--- src/sv/assert_macros.svh ---
// Assertion macros shared by the RTL.
`ifndef ASSERT_MACROS_SVH
`define ASSERT_MACROS_SVH

`ifndef ASSERT_OFF

`define ASSERT_IMPLIES(label, clk, rst_n, ante, cons) \
    label: assert property (@(posedge clk) disable iff (!rst_n) (ante) |-> (cons)) \
        else $error("assertion failed");

`define ASSERT_NEXT(label, clk, rst_n, ante, cons) \
    label: assert property (@(posedge clk) disable iff (!rst_n) (ante) |=> (cons)) \
        else $error("assertion failed");

`else

`define ASSERT_IMPLIES(label, clk, rst_n, ante, cons)

`define ASSERT_NEXT(label, clk, rst_n, ante, cons)

`endif

`endif

--- src/sv/pdps_pkg.sv ---
`default_nettype none

package pdps_pkg;

    localparam int CORDIC_STAGES_DEF = 16;
    localparam int SAMPLE_BITS_DEF   = 16;

    localparam int NUM_CELLS = 30;
    localparam int TRIG_W    = 34;
    localparam int ZW        = 33;
    localparam int RAD_W     = 60;
    localparam int R_W       = 32;
    localparam int PROD_W    = 64;
    localparam int Q15_W     = 16;
    localparam int PADDR_W   = 2;
    localparam int PDATA_W   = 32;

    localparam logic [PADDR_W-1:0] ADDR_RADIUS_MODE = 2'd0;

    localparam int CORDIC_GAIN_Q30 = 652032874;

    typedef struct packed {
        logic signed [TRIG_W-1:0] x;
        logic signed [TRIG_W-1:0] y;
        logic signed [ZW-1:0]     z;
        logic [1:0]               quad;
        logic [RAD_W-1:0]         rem;
        logic [RAD_W-1:0]         root;
        logic signed [R_W-1:0]    r1;
    } cell_data_t;

    function automatic logic [30:0] atan_turn(input int idx);
        logic [30:0] v;
        case (idx)
            0:       v = 31'd536870912;
            1:       v = 31'd316933406;
            2:       v = 31'd167458907;
            3:       v = 31'd85004756;
            4:       v = 31'd42667331;
            5:       v = 31'd21354465;
            6:       v = 31'd10679838;
            7:       v = 31'd5340245;
            8:       v = 31'd2670163;
            9:       v = 31'd1335087;
            10:      v = 31'd667544;
            11:      v = 31'd333772;
            12:      v = 31'd166886;
            13:      v = 31'd83443;
            14:      v = 31'd41722;
            15:      v = 31'd20861;
            16:      v = 31'd10430;
            17:      v = 31'd5215;
            18:      v = 31'd2608;
            19:      v = 31'd1304;
            20:      v = 31'd652;
            21:      v = 31'd326;
            22:      v = 31'd163;
            23:      v = 31'd81;
            default: v = 31'd0;
        endcase
        return v;
    endfunction

endpackage

`default_nettype wire

--- src/sv/pdps_cell.sv ---
`default_nettype none

module pdps_cell #(
    parameter int IDX           = 0,
    parameter int CORDIC_STAGES = pdps_pkg::CORDIC_STAGES_DEF
) (
    input  wire logic                 clk,
    input  wire logic                 rst_n,
    input  wire logic                 en,
    input  wire logic                 in_valid,
    input  wire pdps_pkg::cell_data_t in_data,
    output logic                      out_valid,
    output pdps_pkg::cell_data_t      out_data
);
    import pdps_pkg::*;

    localparam int               SQRT_SHIFT = RAD_W - 2 - 2 * IDX;
    localparam logic [RAD_W-1:0] SQRT_BIT   = RAD_W'(1) << SQRT_SHIFT;
    localparam logic [ZW-1:0]    ATAN       = {2'b00, atan_turn(IDX)};
    localparam bit               DO_ROT     = (IDX < CORDIC_STAGES);

    logic        valid_reg;
    cell_data_t  data_reg;
    cell_data_t  data_next;

    logic signed [TRIG_W-1:0] dx;
    logic signed [TRIG_W-1:0] dy;
    logic [RAD_W:0]           trial;

    always_comb
    begin
        data_next = in_data;
        dx        = in_data.y >>> IDX;
        dy        = in_data.x >>> IDX;
        if (DO_ROT)
        begin
            if (!in_data.z[ZW-1])
            begin
                data_next.x = in_data.x - dx;
                data_next.y = in_data.y + dy;
                data_next.z = in_data.z - $signed(ATAN);
            end
            else
            begin
                data_next.x = in_data.x + dx;
                data_next.y = in_data.y - dy;
                data_next.z = in_data.z + $signed(ATAN);
            end
        end
        trial = {1'b0, in_data.root} + {1'b0, SQRT_BIT};
        if ({1'b0, in_data.rem} >= trial)
        begin
            data_next.rem  = in_data.rem - trial[RAD_W-1:0];
            data_next.root = (in_data.root >> 1) + SQRT_BIT;
        end
        else
        begin
            data_next.root = in_data.root >> 1;
        end
    end

    always_ff @(posedge clk or negedge rst_n)
    begin
        if (!rst_n)
        begin
            valid_reg <= 1'b0;
        end
        else if (en)
        begin
            valid_reg <= in_valid;
        end
    end

    always_ff @(posedge clk)
    begin
        if (en)
        begin
            data_reg <= data_next;
        end
    end

    assign out_valid = valid_reg;
    assign out_data  = data_reg;

endmodule

`default_nettype wire

--- config.mk ---
export PLATFORM = sky130hd
export DESIGN_NAME = pdps_cell
export DESIGN_NICKNAME = d
export VERILOG_FILES = /design/src/sv/assert_macros.svh /design/src/sv/pdps_pkg.sv /design/src/sv/pdps_cell.sv
export SDC_FILE = /design/constraint.sdc
export NUM_CORES = 1
export LEC_CHECK = 0
export ABC_AREA = 0
export BUFFER_PORTS_ARGS = -buffer_cell sky130_fd_sc_hd__buf_2
export CAP_MARGIN = 5
export CORE_AREA = 2 2 200 202
export DETAILED_ROUTE_END_ITERATION = 12
export DIE_AREA = 0 0 202 204
export PLACE_DENSITY = 0.72
export RECOVER_POWER = 100
export SYNTH_ARGS = -nofsm -noshare
export SYNTH_HDL_FRONTEND = slang
export SYNTH_SLANG_ARGS = --single-unit
--- constraint.sdc ---
create_clock -name clk -period 1.5 [get_ports clk]
set_input_delay 0.075 -clock clk [delete_from_list [all_inputs] [get_ports clk]]
set_output_delay 0.075 -clock clk [all_outputs]
set_load 0.005 [all_outputs]
==> metrics, run 1 <==
Detail Route Antenna Nets 0; Final nets 3522; critical path data arrival time 3570 ps; Primary FF master, synth edfxtp_1; mapped cell area 18100 um2; final setup fails 121; 1st-iter DRT viols 2015; FP Rows 73; Leak 14.6 nW; worst hold path class in -> reg; Post-Syn Area per Cell 10.4 um2; sequential area share after synthesis 42.3%; RSZ-0062 raised after global routing yes; gr usage total 39.6%; Post-DP HPWL 54.4 mm; Pwr Total 27.7 mW; Final GP Congestion 0.984; Synth Net Count 2169; layout cells sized above 1 51.6%; die height 204 um; io pins 515; Worst-Margin Slew 906 ps; fin. max-slew vios 0; number of global-route vias before repair 21300; routed len/inst 24.2 um; Area growth syn-to-layout 75.9%; Post-synth EDFFs 254; pin count of the biggest net entering global routing 59; Final WS setup -1600 ps; Yosys reg bits 255; fin util 81.3%; Final Hold Viols 0; grt ovf 0; FILL cells 2158; synth unique cells 86; post-layout min period 3100 ps; clock tree from TritonCTS yes; CTS root buffer clkbuf_16; cells after synthesis 1743; status complete, but fails checks; VDD IR-drop max 0.000975 V; Reg area 7650 um2; post-route DRC violation count 0; CP max FO 3; first-pass GRT wire length 125 mm; Hold Slack 56.9 ps; TritonCTS Buffers 28; Crit. End Element register; final cycle utilization of the critical path 206%; yosys warns 0; PD cells 869 nW/um2; clk_lat worst skew 570 ps; Fmax achieved 323 MHz; Vias/cell 5.78; Horiz. Die Dim 202 um; CP Class in -> reg; slew margin rel. 39.4%; Async SR Flop Fraction 0.392%; TritonRoute pass-1 iters 8; number of max-cap violations 0; initial antenna violation count 13; CTS max path bufs 3; area of the core 39200 um2; Startpoint Class input port; total wire length 88.4 mm; total die area 41200 um2; vias post-DR 21100; Num Clock Sinks 255; Max Clock Skew 0 ps; PortBufs 514; H-Tree Depth 1; clock-pin slew on the worst setup and hold paths 70 ps; CP required 1980 ps; failing checks negative setup slack; multi-input logic area 11600 um2; initial core utilization 46.2%; post-place setup slack -1810 ps
-- layer usage --
layer | routed length, um | global-route usage [%]
met4 | 7490 | 25.7
met2 | 41200 | 66.6
met3 | 9180 | 10.6
met1 | 30400 | 44.4
met5 | 129 | 0
-- flip-flops by register name, indices dropped and copies added, names as in the netlist --
| name | count |
|---|---|
| out_data | 254 |
| out_valid | 1 |
-- critical path: stages --
cell        delay, ps
clkbuf_4          170
clkinvlp_4        150
fa_2              490
nand2b_4          190
a21oi_4           280
o41ai_4           160
o31a_1            300
buf_4             150
o21a_1            220
a21oi_2           190
buf_4             150
xor2_1            710
mux2_4            310
-- cell families (layout without fill, tap and decap cells) --
group / count (synthesis) / in the layout / synth area share [%]
compound gates: 508 / 508 / 18.7
simple gates: 352 / 352 / 9.53
buf+inv: 257 / 1629 / 5.77
flops: 255 / 255 / 42.3
fa+ha+maj: 167 / 167 / 11.7
xor+xnor: 124 / 124 / 6.00
mux: 80 / 80 / 5.97
other cells: 0 / 11 / 0
-- synth_stat cells, types with 8 or more instances --
master | instances | area, um2
nor2b_1 | 16 | 100
inv_1 | 178 | 668
mux2_4 | 55 | 826
a21oi_1 | 175 | 876
nor3_1 | 31 | 155
o21bai_1 | 35 | 263
and3_1 | 9 | 56.3
nand2_1 | 88 | 330
xor2_1 | 26 | 228
buf_2 | 20 | 100
a21o_1 | 49 | 368
a211oi_1 | 11 | 82.6
clkbuf_1 | 36 | 135
xnor2_1 | 98 | 858
o21a_1 | 11 | 82.6
a31oi_1 | 8 | 50.1
nand3_1 | 26 | 130
o31ai_1 | 13 | 97.6
o21ai_1 | 12 | 60.1
nor4_1 | 10 | 62.6
o211ai_1 | 9 | 67.6
nand2b_1 | 13 | 81.3
nand4_1 | 25 | 156
a21boi_0 | 8 | 60.1
mux2i_1 | 21 | 210
edfxtp_1 | 254 | 7630
nor2_1 | 102 | 383
o21ai_0 | 89 | 445
ha_1 | 162 | 2030
-- area by class of cell --
class / count / share of cell area, %
Antenna cell: 11 / 0.0864
Clock buffer: 32 / 2.31
Clock inverter: 17 / 0.318
Inverter: 185 / 2.44
Multi-Input combinational cell: 1231 / 36.3
Sequential cell: 255 / 24.0
Tap cell: 525 / 2.06
Timing Repair Buffer: 1395 / 32.4
-- repair_timing --
item	4_1_cts	5_1_grt
endpoints found under the setup margin	117	118
setup buffers	64	48
pin swaps	161	131
endpoints found under the hold margin	210	0
resized for setup	298	139
hold buffers	195	0
gates cloned	4	0
-- through the flow --
stage / setup TNS [ps] / instances / area, um2
4_1_cts: -75440 / 3604 / 31000
6_report: -113500 / 3651 / 31900
5_1_grt: -119300 / 3645 / 31800
2_1_floorplan: -105480 / 1743 / 19000
3_5_place_dp: -172910 / 3297 / 26200
3_3_place_gp: -168230 / 3297 / 26200
-- cells in the final DEF, fill, tap and decap left out, types with 58 or more instances in the layout --
cell,synthesis,final
mux2_4,55,58
buf_4,2,615
nand2_1,88,77
xnor2_1,98,84
inv_1,178,145
edfxtp_1,254,254
dlygate4sd3_1,0,195
buf_2,20,449
ha_1,162,108
nor2_1,102,90
buf_6,6,65
a21oi_1,175,128
-- power by group --
group          total [mW]  internal [mW]  switching [mW]
registers            9.31           8.93           0.380
logic                11.6           5.87            5.76
clock network        6.73           3.52            3.21
total                27.7           18.3            9.35
-- final timing paths --
kind                         startpoint       endpoint  slack [ps]  cells past startpoint
min reg2reg                   out_valid      out_valid        1170                      2
max in group asynchronous         rst_n      out_valid        1000                      3
max reg2reg                   out_valid      out_valid         110                      2
min in group asynchronous         rst_n      out_valid         380                      3
min                        in_data[186]  out_data[254]          60                      3
max                         in_data[93]  out_data[134]       -1600                     13
(Power assumes the default switching activity.)
==> inputs of run 2 (changes only) <==
- GPL_TIMING_DRIVEN: default -> 0
- REMOVE_ABC_BUFFERS: default -> 1
==> run 2 against run 1 <==
Against the previous run: the flow finishes with violations (max-capacitance violations, max-slew violations, negative setup slack); count of clock-buffer cells in the layout grew 3; non-clock buffer count down 475; sequential power decreased by 1%; critical path depth increased by 1; highest routed layer unchanged; final area fell by 10%; global-route usage is 8.5 points lower.
==> metrics, run 2 (synthesis gave the netlist of run 1 again) <==
max reg flops 254; VDD IR-drop max 0.000838 V; Final nets 3048; grt ovf 0; FP Rows 73; Layout Cells excl Fill 3175; RSZ-0062 raised after global routing yes; Fmax achieved 384 MHz; routed len/inst 22.8 um; initial antenna violation count 13; total die area 41200 um2; most frequent cells in the layout buf_2 (260), edfxtp_1 (254), clkbuf_1 (213), dlygate4sd3_1 (192), buf_4 (151); Horiz. Die Dim 202 um; H-Tree Depth 1; Num Clock Sinks 255; final setup fails 255; Hold Path Stages 3; P_sw 8.39 mW; slowest stage delay, CP 410 ps; final cycle utilization of the critical path 174%; cell internal pwr 17.6 mW; 1st-iter DRT viols 1762; number of max-cap violations 1; clock network power share 26.3%; critical path data arrival time 2910 ps; Net Sw Frac 32.3%; post-layout min period 2610 ps; PortBufs 514; slew margin rel. -23.3%; Flop pwr share 35.3%; Setup TNS -139030 ps; Vias/cell 5.79; crit path cell chain clkbuf_1 -> inv_1 -> ha_4 -> and2_1 -> nand3_1 -> nor3_2 -> nor3b_1 -> nand4_1 -> o21ai_4 -> nor2_8 -> buf_12 -> buf_12 -> buf_16 -> mux2_4; placed insts 2712; worst-case reg-to-reg path depth 1; Detail Route Antenna Nets 0; Comb pwr share 38.4%; clock tree from TritonCTS yes; Hold Slack 60.2 ps; layout cells sized above 1 37.7%; Leak 11.9 nW; Crit. End Element register; CP Class in -> reg; Crit path depth 14; TritonRoute pass-1 iters 6; crit-path most repeated cell buf_12; critical path's top delay family simple AND/OR/NAND/NOR gates; Worst-Margin Slew 1850 ps; clk_lat worst skew 540 ps; Startpoint Class input port; Final Hold Viols 0; Pwr Total 26.0 mW; io pins 515; first-pass GRT wire length 101 mm; Buf/Inv on CP 5; worst hold path class in -> reg; clock-pin slew on the worst setup and hold paths 70 ps; pin count of the biggest net entering global routing 132; Post-DP HPWL 42.9 mm; CTS max path bufs 3; number of global-route vias before repair 18200; Max Clock Skew 0 ps; die height 204 um; status complete, but fails checks; fin. max-slew vios 125; CTS root buffer clkbuf_16; total wire length 72.4 mm; area of the core 39200 um2; Final GP Congestion 0.923; CP max FO 6; Final WS setup -1110 ps; PD cells 910 nW/um2; failing checks max-capacitance violations, max-slew violations, negative setup slack; Worst R2R Setup Slack 730 ps; initial core utilization 46.2%; vias post-DR 18400; fin util 72.9%; gr usage total 31.1%; TritonCTS Buffers 28; commonest non-fill, non-tap cell in the layout buf_2; slowest CP cell nor3b_1; post-route DRC violation count 0; Area growth syn-to-layout 57.8%; CP required 1800 ps
-- run 2: cell count changes in the layout (fill, tap and decap cells not counted), sizes merged --
| cell | previous run | this run |
|---|---|---|
| bufinv | 0 | 2 |
| nor2 | 103 | 104 |
| diode | 11 | 8 |
| dlygate4sd3 | 195 | 192 |
| clkbuf | 69 | 244 |
| clkinv | 16 | 12 |
| buf | 1163 | 519 |
-- run 2: final timing paths --
kind	from	end
hold / removal	in_data[230]	out_data[230]
min in group asynchronous	rst_n	out_valid
setup / recovery	in_data[65]	out_data[114]
setup reg to reg	out_valid	out_valid
hold reg to reg	out_valid	out_valid
max in group asynchronous	rst_n	out_valid
-- run 2: tightest hold or removal path, stage by stage --
cell and delay [ps]:
buf_2 120, ha_4 180, xnor2_1 120
-- run 2: power groups by stage --
| stage | clock (mW) | sequential, mW | combinational (mW) |
|---|---|---|---|
| global placement | 0 | 9.31 | 6.39 |
| floorplan | 0 | 9.41 | 3.77 |
| CTS | 6.89 | 9.14 | 8.81 |
| global route | 7.18 | 9.25 | 10.5 |
| detailed placement | 0 | 9.27 | 6.48 |
| finish | 6.84 | 9.19 | 9.99 |
-- run 2: cell type report --
cell class	instances	area (um2)
Multi-Input combinational cell	1232	11900
Fill cell	2610	10600
Sequential cell	255	7650
Timing Repair Buffer	920	6660
Inverter	185	797
Clock buffer	35	748
Tap cell	525	657
Clock inverter	15	143
Antenna cell	8	20.0
-- run 2: through the flow --
stage               setup slack, ps  instance area [um2]
global placement              -3310                21000
finish                        -1110                28600
CTS                            -980                27400
global route                  -1140                28600
detailed placement            -2370                21100
floorplan                     -1870                17800
-- run 2: repair_timing --
item,CTS,global route
resized for setup,479,236
setup endpoints to repair,123,120
cloned,8,1
setup buffers,151,76
hold endpoints to repair,192,0
pin swaps,187,163
hold buffers,192,0
-- run 2: per-layer routing --
layer / share of wire, % / track usage (%) / wire (um)
met4: 7.0 / 15.9 / 5040
met5: 0.097 / 0 / 70
met1: 35 / 34.9 / 25400
met3: 8.4 / 6.04 / 6050
met2: 50 / 56.1 / 35900
